**src/rtl/assert_macros.svh**
```systemverilog
// assertion macros used by the rtl
`ifndef ASSERT_MACROS_SVH
`define ASSERT_MACROS_SVH

// concurrent assertion checked on the rising clock edge outside reset
`define ASSERT_CLK(label, clk, rst_n, prop, msg) \
  label: assert property (@(posedge clk) disable iff (!rst_n) (prop)) else $error(msg);

// condition that must never hold on a rising clock edge outside reset
`define ASSERT_NEVER(label, clk, rst_n, cond, msg) \
  label: assert property (@(posedge clk) disable iff (!rst_n) !(cond)) else $error(msg);

`endif

```
**src/rtl/bba_pkg.sv**
```systemverilog
// shared types and constants of the buddy block allocator
package bba_pkg;

  localparam int unsigned Leaves = 16;
  localparam int unsigned MaxOrder = 4;
  localparam int unsigned LeafW = $clog2(Leaves);
  localparam int unsigned OrdW = 4;
  localparam int unsigned OwnW = 8;
  localparam int unsigned UnitW = 13;
  localparam int unsigned SizeW = 20;
  localparam int unsigned KbW = SizeW;

  localparam logic CmdAlloc = 1'b0;
  localparam logic CmdRelease = 1'b1;

  localparam logic [2:0] RegUnitSizeAddr = 3'd0;

  typedef struct packed {
    logic load;
    logic scan_start;
    logic scan_next;
    logic split_step;
    logic take_alloc;
    logic take_release;
    logic merge_step;
    logic fail;
  } ctrl_t;

  typedef struct packed {
    logic is_release;
    logic scan_done;
    logic hit;
    logic can_split;
    logic can_merge;
  } stat_t;

endpackage

```
**src/rtl/bba_datapath.sv**
```systemverilog
// block table, scan pointer and split/merge datapath
module bba_datapath (
  input  logic                       clk_i,
  input  logic                       rst_ni,
  input  bba_pkg::ctrl_t             ctrl_i,
  output bba_pkg::stat_t             stat_o,
  input  logic                       cmd_i,
  input  logic [bba_pkg::OwnW-1:0]   owner_i,
  input  logic [bba_pkg::SizeW-1:0]  size_i,
  input  logic [bba_pkg::UnitW-1:0]  unit_i,
  output logic                       res_ok_o,
  output logic [bba_pkg::SizeW-1:0]  res_addr_o,
  output logic [2:0]                 res_ord_o
);

  logic [bba_pkg::Leaves-1:0]                   free_q;
  logic [bba_pkg::Leaves-1:0][bba_pkg::OrdW-1:0] ord_q;
  logic [bba_pkg::Leaves-1:0][bba_pkg::OwnW-1:0] own_q;

  logic                      cmd_q;
  logic [bba_pkg::OwnW-1:0]  owner_q;
  logic [bba_pkg::SizeW-1:0] size_q;
  logic [bba_pkg::LeafW:0]   idx_q;
  logic [bba_pkg::OrdW-1:0]  n_q;
  logic [bba_pkg::LeafW-1:0] a_q;

  logic [bba_pkg::LeafW-1:0] idx;
  logic [bba_pkg::OrdW-1:0]  cur_ord;
  logic [bba_pkg::KbW-1:0]   kb_cur, kb_half;
  logic [bba_pkg::LeafW:0]   step;
  logic [bba_pkg::LeafW:0]   buddy;
  logic [bba_pkg::LeafW-1:0] bud;
  logic [bba_pkg::LeafW-1:0] half_ix;
  logic [bba_pkg::OrdW-1:0]  n_m1;

  assign idx     = idx_q[bba_pkg::LeafW-1:0];
  assign cur_ord = ord_q[idx];
  assign kb_cur  = bba_pkg::KbW'(unit_i) << cur_ord;
  assign n_m1    = n_q - 1'b1;
  assign kb_half = bba_pkg::KbW'(unit_i) << n_m1;
  assign step    = (bba_pkg::LeafW+1)'(1) << cur_ord;
  assign half_ix = a_q + bba_pkg::LeafW'((bba_pkg::LeafW+1)'(1) << n_m1);
  assign buddy   = {1'b0, a_q} ^ ((bba_pkg::LeafW+1)'(1) << n_q);
  assign bud     = buddy[bba_pkg::LeafW-1:0];

  assign stat_o.is_release = cmd_q;
  assign stat_o.scan_done  = idx_q[bba_pkg::LeafW];
  assign stat_o.hit = !idx_q[bba_pkg::LeafW] &&
                      (cmd_q ? (!free_q[idx] && own_q[idx] == owner_q)
                             : (free_q[idx] && kb_cur >= bba_pkg::KbW'(size_q)));
  assign stat_o.can_split = n_q != '0 && kb_half >= bba_pkg::KbW'(size_q);
  assign stat_o.can_merge = n_q < bba_pkg::OrdW'(bba_pkg::MaxOrder) &&
                            !buddy[bba_pkg::LeafW] && free_q[bud] && ord_q[bud] == n_q;

  always_ff @(posedge clk_i or negedge rst_ni) begin
    if (!rst_ni) begin
      free_q <= bba_pkg::Leaves'(1);
      ord_q  <= (bba_pkg::Leaves*bba_pkg::OrdW)'(bba_pkg::MaxOrder);
      own_q  <= '0;
      idx_q  <= '0;
      n_q    <= '0;
      a_q    <= '0;
    end else begin
      if (ctrl_i.scan_start) idx_q <= '0;
      if (ctrl_i.scan_next) idx_q <= idx_q + step;
      if (ctrl_i.take_alloc) begin
        a_q <= idx;
        n_q <= cur_ord;
        free_q[idx] <= 1'b0;
        own_q[idx] <= owner_q;
      end
      if (ctrl_i.split_step) begin
        n_q <= n_m1;
        free_q[half_ix] <= 1'b1;
        ord_q[half_ix] <= n_m1;
        own_q[half_ix] <= '0;
        ord_q[a_q] <= n_m1;
      end
      if (ctrl_i.take_release) begin
        a_q <= idx;
        n_q <= cur_ord;
        free_q[idx] <= 1'b1;
        own_q[idx] <= '0;
      end
      if (ctrl_i.merge_step) begin
        if (bud < a_q) a_q <= bud;
        n_q <= n_q + 1'b1;
        ord_q[(bud < a_q) ? bud : a_q] <= n_q + 1'b1;
        free_q[(bud < a_q) ? bud : a_q] <= 1'b1;
        own_q[(bud < a_q) ? bud : a_q] <= '0;
      end
    end
  end

  logic [bba_pkg::LeafW+bba_pkg::UnitW-1:0] prod;
  assign prod = (bba_pkg::LeafW+bba_pkg::UnitW)'(idx) *
                (bba_pkg::LeafW+bba_pkg::UnitW)'(unit_i);

  always_ff @(posedge clk_i) begin
    if (ctrl_i.load) begin
      cmd_q   <= cmd_i;
      owner_q <= owner_i;
      size_q  <= size_i;
    end
    if (ctrl_i.take_alloc || ctrl_i.take_release) begin
      res_ok_o   <= 1'b1;
      res_addr_o <= bba_pkg::SizeW'(prod);
    end
    if (ctrl_i.take_release) res_ord_o <= cur_ord[2:0];
    if (ctrl_i.take_alloc) res_ord_o <= cur_ord[2:0];
    if (ctrl_i.split_step) res_ord_o <= n_m1[2:0];
    if (ctrl_i.fail) begin
      res_ok_o   <= 1'b0;
      res_addr_o <= '0;
      res_ord_o  <= '0;
    end
  end

endmodule

```
**src/rtl/bba_ctrl.sv**
```systemverilog
// request sequencer and output register control
`include "assert_macros.svh"
module bba_ctrl (
  input  logic           clk_i,
  input  logic           rst_ni,
  input  logic           in_valid_i,
  output logic           in_ready_o,
  output logic           out_valid_o,
  input  logic           out_ready_i,
  output bba_pkg::ctrl_t ctrl_o,
  input  bba_pkg::stat_t stat_i
);

  typedef enum logic [2:0] {
    StIdle, StScan, StSplit, StMerge, StDone
  } state_e;

  state_e state_q;

  assign in_ready_o  = state_q == StIdle;
  assign out_valid_o = state_q == StDone;

  always_comb begin
    ctrl_o = '0;
    case (state_q)
      StIdle: begin
        ctrl_o.load = in_valid_i;
        ctrl_o.scan_start = in_valid_i;
      end
      StScan: begin
        if (stat_i.scan_done) ctrl_o.fail = 1'b1;
        else if (stat_i.hit) begin
          ctrl_o.take_alloc = !stat_i.is_release;
          ctrl_o.take_release = stat_i.is_release;
        end else ctrl_o.scan_next = 1'b1;
      end
      StSplit: ctrl_o.split_step = stat_i.can_split;
      StMerge: ctrl_o.merge_step = stat_i.can_merge;
      default: ctrl_o = '0;
    endcase
  end

  always_ff @(posedge clk_i or negedge rst_ni) begin
    if (!rst_ni) begin
      state_q <= StIdle;
    end else begin
      case (state_q)
        StIdle: if (in_valid_i) state_q <= StScan;
        StScan: begin
          if (stat_i.scan_done) state_q <= StDone;
          else if (stat_i.hit) state_q <= stat_i.is_release ? StMerge : StSplit;
        end
        StSplit: if (!stat_i.can_split) state_q <= StDone;
        StMerge: if (!stat_i.can_merge) state_q <= StDone;
        StDone: if (out_ready_i) state_q <= StIdle;
        default: state_q <= StIdle;
      endcase
    end
  end

  `ASSERT_NEVER(a_one_take, clk_i, rst_ni, ctrl_o.take_alloc && ctrl_o.take_release, "both takes")
  `ASSERT_CLK(a_load_idle, clk_i, rst_ni, ctrl_o.load |-> state_q == StIdle, "load not idle")
  `ASSERT_CLK(a_done_follows, clk_i, rst_ni, ctrl_o.fail |=> out_valid_o, "fail without result")

endmodule

```
**src/rtl/buddy_block_allocator.sv**
```systemverilog
// Buddy allocator over 16 leaf units of unit_size KB. One request at a time: the
// sequencer walks the block table one block per cycle, then splits one level per
// cycle on allocate or merges one level per cycle on release (up to 4 levels), and
// holds the result until the output transfer completes.
module buddy_block_allocator (
  input  logic        clk_i,
  input  logic        rst_ni,
  input  logic        s_axis_tvalid_i,
  output logic        s_axis_tready_o,
  input  logic [31:0] s_axis_tdata_i,   // command, owner_id, request_size, zero pad
  output logic        m_axis_tvalid_o,
  input  logic        m_axis_tready_i,
  output logic [23:0] m_axis_tdata_o,   // success, block_address, block_order
  input  logic        psel,
  input  logic        penable,
  input  logic        pwrite,
  input  logic [2:0]  paddr,
  input  logic [31:0] pwdata,
  output logic [31:0] prdata,
  output logic        pready
);

  logic [bba_pkg::UnitW-1:0] unit_q;
  bba_pkg::ctrl_t ctrl;
  bba_pkg::stat_t stat;
  logic ok;
  logic [bba_pkg::SizeW-1:0] addr;
  logic [2:0] ord;

  assign pready = 1'b1;
  assign prdata = (paddr == bba_pkg::RegUnitSizeAddr) ? {19'd0, unit_q} : 32'd0;

  always_ff @(posedge clk_i or negedge rst_ni) begin
    if (!rst_ni) begin
      unit_q <= bba_pkg::UnitW'(4);
    end else if (psel && penable && pwrite && paddr == bba_pkg::RegUnitSizeAddr) begin
      unit_q <= pwdata[bba_pkg::UnitW-1:0];
    end
  end

  bba_ctrl u_ctrl (
    .clk_i, .rst_ni,
    .in_valid_i(s_axis_tvalid_i), .in_ready_o(s_axis_tready_o),
    .out_valid_o(m_axis_tvalid_o), .out_ready_i(m_axis_tready_i),
    .ctrl_o(ctrl), .stat_i(stat)
  );

  bba_datapath u_dp (
    .clk_i, .rst_ni, .ctrl_i(ctrl), .stat_o(stat),
    .cmd_i(s_axis_tdata_i[0]), .owner_i(s_axis_tdata_i[8:1]),
    .size_i(s_axis_tdata_i[28:9]), .unit_i(unit_q),
    .res_ok_o(ok), .res_addr_o(addr), .res_ord_o(ord)
  );

  assign m_axis_tdata_o = {ord, addr, ok};

endmodule

```
**config.mk**
```make
export PLATFORM = sky130hd
export DESIGN_NAME = buddy_block_allocator
export DESIGN_NICKNAME = d
export VERILOG_FILES = /design/src/rtl/bba_pkg.sv /design/src/rtl/bba_datapath.sv /design/src/rtl/bba_ctrl.sv /design/src/rtl/buddy_block_allocator.sv
export VERILOG_INCLUDE_DIRS = /design/src /design/src/rtl
export SDC_FILE = /design/constraint.sdc
export NUM_CORES = 1
export LEC_CHECK = 0
export BUFFER_PORTS_ARGS = -buffer_cell sky130_fd_sc_hd__buf_4
export CAP_MARGIN = 20
export CORE_MARGIN = 2
export CORE_UTILIZATION = 30
export CTS_BUF_LIST = sky130_fd_sc_hd__clkbuf_16
export DETAILED_ROUTE_END_ITERATION = 7
export SLEW_MARGIN = 20
export SYNTH_ARGS = -nofsm -noshare
export SYNTH_HDL_FRONTEND = slang
export SYNTH_SLANG_ARGS = --single-unit
```
**constraint.sdc**
```tcl
create_clock -name clk_i -period 9.8 [get_ports clk_i]
set_input_delay 0 -clock clk_i [delete_from_list [all_inputs] [get_ports clk_i]]
set_output_delay 0 -clock clk_i [all_outputs]
set_load 0.05 [all_outputs]
```
==> metrics <==
status=complete, but fails checks; failing checks=DRC; Post-CTS Setup Bufs=0; Worst slew margin=20.5%; Crit path required time=10240 ps; pre-CTS setup slack=2870 ps; delay of the slowest critical-path stage=900 ps; FP Rows=93; Area growth syn-to-layout=14.2%; FF+latch count, synth=287; share of layout cells above drive strength 1=14.4%; CTS Buf Count=36; Synth area leader=dfrtp_1; CP top delay family=simple AND/OR/NAND/NOR gates; actual slew at the worst max-slew pin=1190 ps; number of flops mapped to enable cells by yosys=29; Setup violations, final=0; final worst-path cycle share=72.2%; Crit Path Class=flop to flop; Fmax achieved=0.141 GHz; core area=64300 um2; drt initial violations=1213; peak supply drop=120 uV; CP dominant cell by count=a21oi_1; width of the die=259 um; startpoint class of the critical path=flop; All-Layer GR Usage=17.7%; vias in the first global route=15400; library cells used by synthesis=80; Yosys top cell area share=30.0%; static leakage power=10.9 nW; pwr/cell area=225 nW/um2; Async SR Flop Fraction=82.6%; Max-Cap Viols=0; Remaining DRCs=9; register area share after synthesis=37.0%; Post-Synthesis Cells=1974; io pins=133; Detailed Routing Iterations Pass 1=8; Die Span Y=259 um; Ys Warns=0; TritonCTS clock tree=built; cts repair resizes=0; most common cell in the netlist=mux2i_1; Mean Syn Cell Area=9.88 um2; DR vias=15700; die area=67100 um2; FF-to-FF Start=u_dp.idx_q[1]; vias per std cell=5.44; Final Hold Viols=0; CP arrival=7510 ps; Max Slew Vio Count=0; CTS root buffer=clkbuf_16; synth top area cells=dfrtp_1, mux2i_1, mux4_2; clock slew at reported path FFs=60 ps; Max Root-Sink Buffers=3; clock latency on the worst-skew pair=570 ps; crit-path cells=buf_4 > mux4_2 > mux4_2 > inv_2 > nor2_1 > a21oi_1 > inv_1 > mux2i_1 > nor2_1 > ha_1 > and3_1 > a21oi_1 > a21oi_1 > o311ai_0 > a31oi_1 > and2_1 > nand2b_2 > nor3_1 > a2111oi_0; RSZ-0062 raised after global routing=false; Synth Area in Adders=7.40%; number of nets in the layout=2186; Clock Sinks=287; Synth Area in Compound Gates=12.5%; Worst Clk Skew=25.6 ps; grt total ovfl=0; Worst Path Max Fanout=36; Hold WC Path Type=input port to asynchronous set/reset pin; diodes inserted=0; largest net degree at the start of global routing=111; first-pass GRT wire length=92300 um; Post-DRT Antenna Nets=0; PortBufs=87; Crit-path slowest cell=nand2b_2; CP bufs+invs=3; mapped cell area=19500 um2; largest family of logic cells by synthesized area=multiplexers; setup ws final=2720 ps; Routed WL=59900 um; fraction of synthesized cell area in xor and xnor cells=1.64%; # H-tree levels=2; Tmin final=7080 ps; top cells by count, synth=mux2i_1, nor2_1, dfrtp_1; capturing point of the worst reg2reg path=u_dp.res_ord_o[0]; Post-Synth Simple-Gate Area=15.3%; initial antenna violation count=0; initial cell density of the core=30.3%; Synth Flop Type=dfrtp_1; DR WL/cell=20.7 um; GP Congestion=0.894; nature of the critical path endpoint=flop; R2R cell count=19; setup tns final=0 ps; post-synthesis mux area share=20.5%; Reg2Reg Setup Slack=2720 ps; Detailed Place HPWL=41900 um
-- sequential cells by signal (all words and copies together), names as in the netlist --
register         cells
u_ctrl.state_q       3
u_dp.res_ok_o        1
u_dp.a_q             4
u_dp.ord_q          64
u_dp.res_ord_o       3
u_dp.n_q             4
u_dp.idx_q           5
u_dp.own_q         128
u_dp.cmd_q           1
unit_q              13
u_dp.res_addr_o     17
u_dp.owner_q         8
u_dp.size_q         20
u_dp.free_q         16
-- what timing repair did --
item,in CTS,in global routing
endpoints found under the setup margin,0,0
endpoints found under the hold margin,157,0
hold buffers,46,0
-- metal layers --
layer / up-vias / wire length (um) / track usage [%] / share of wire, %
met1: 7879 / 26500 / 23.8 / 44
met2: 571 / 28000 / 28.5 / 47
met4: 0 / 2110 / 7.16 / 3.5
li1: 7153 / - / - / -
met3: 139 / 3400 / 2.42 / 5.7
met5: - / 0 / 0 / 0
-- worst reg2reg max path, stage by stage, from the launching register on --
cell	delay, ps
dfrtp_2	860
buf_4	620
mux4_2	440
mux4_2	660
inv_2	380
nor2_1	100
a21oi_1	330
inv_1	80
mux2i_1	200
nor2_1	80
ha_1	290
and3_1	170
a21oi_1	70
a21oi_1	130
o311ai_0	150
a31oi_1	340
and2_1	690
nand2b_2	900
nor3_1	120
a2111oi_0	360
-- report_power, final --
part / total, mW / internal (mW) / switching [mW]
logic: 2.32 / 0.801 / 1.52
registers: 1.47 / 1.27 / 0.192
clock network: 1.22 / 0.674 / 0.548
total: 5.01 / 2.75 / 2.26
-- cells by family after synthesis --
logic type	after synthesis
xor+xnor	34
mux	332
compound gates	342
fa+ha+maj	101
flops	287
buf+inv	252
simple gates	624
other cells	2
-- worst max-delay path by stage --
stage | start | to | slack (ps) | cells after the start
5_1_grt | u_dp.idx_q[1] | u_dp.res_ord_o[0] | 2240 | 19
3_3_place_gp | u_dp.idx_q[1] | u_dp.res_ord_o[0] | 2880 | 19
3_5_place_dp | u_dp.idx_q[1] | u_dp.res_ord_o[0] | 2870 | 19
6_report | u_dp.idx_q[1] | u_dp.res_ord_o[0] | 2720 | 19
4_1_cts | u_dp.idx_q[1] | u_dp.res_ord_o[0] | 2860 | 19
2_1_floorplan | u_dp.idx_q[1] | u_dp.own_q[15] | 3870 | 26
-- metrics by stage --
stage	area (um2)	util, %	hold WS (ps)	total power, mW	std cells
global placement	20700	32.2	102	3.73	2781
global route	22300	34.6	154	5.30	2892
finish	22300	34.6	55.2	5.01	2892
CTS	22200	34.6	99.8	5.01	2891
floorplan	19600	-	-296	3.07	1995
detailed placement	20700	32.2	111	3.75	2781
-- cell type report --
cell class	instances	area, um2
Fill cell	6470	42100
Multi-Input combinational cell	1456	11300
Sequential cell	287	7230
Timing Repair Buffer	161	1350
Tap cell	855	1070
Clock buffer	36	901
Inverter	69	259
Clock inverter	28	163
-- cell usage in the layout (no fill, tap or decap), drive strengths merged, types with 20 or more instances in the layout --
| master | count |
|---|---|
| mux4 | 51 |
| a211oi | 29 |
| dlygate4sd3 | 46 |
| ha | 77 |
| nand3 | 45 |
| conb | 23 |
| o21ai | 65 |
| fa | 24 |
| dfxtp | 21 |
| and2 | 48 |
| a21oi | 56 |
| clkbuf | 36 |
| a22oi | 20 |
| mux2i | 251 |
| buf | 115 |
| xnor2 | 25 |
| dfrtp | 234 |
| inv | 82 |
| nor3 | 42 |
| nor2b | 24 |
| nand2 | 135 |
| nor2 | 240 |
| mux2 | 30 |
| edfxtp | 29 |
| a21o | 33 |
(Power assumes the default switching activity.)
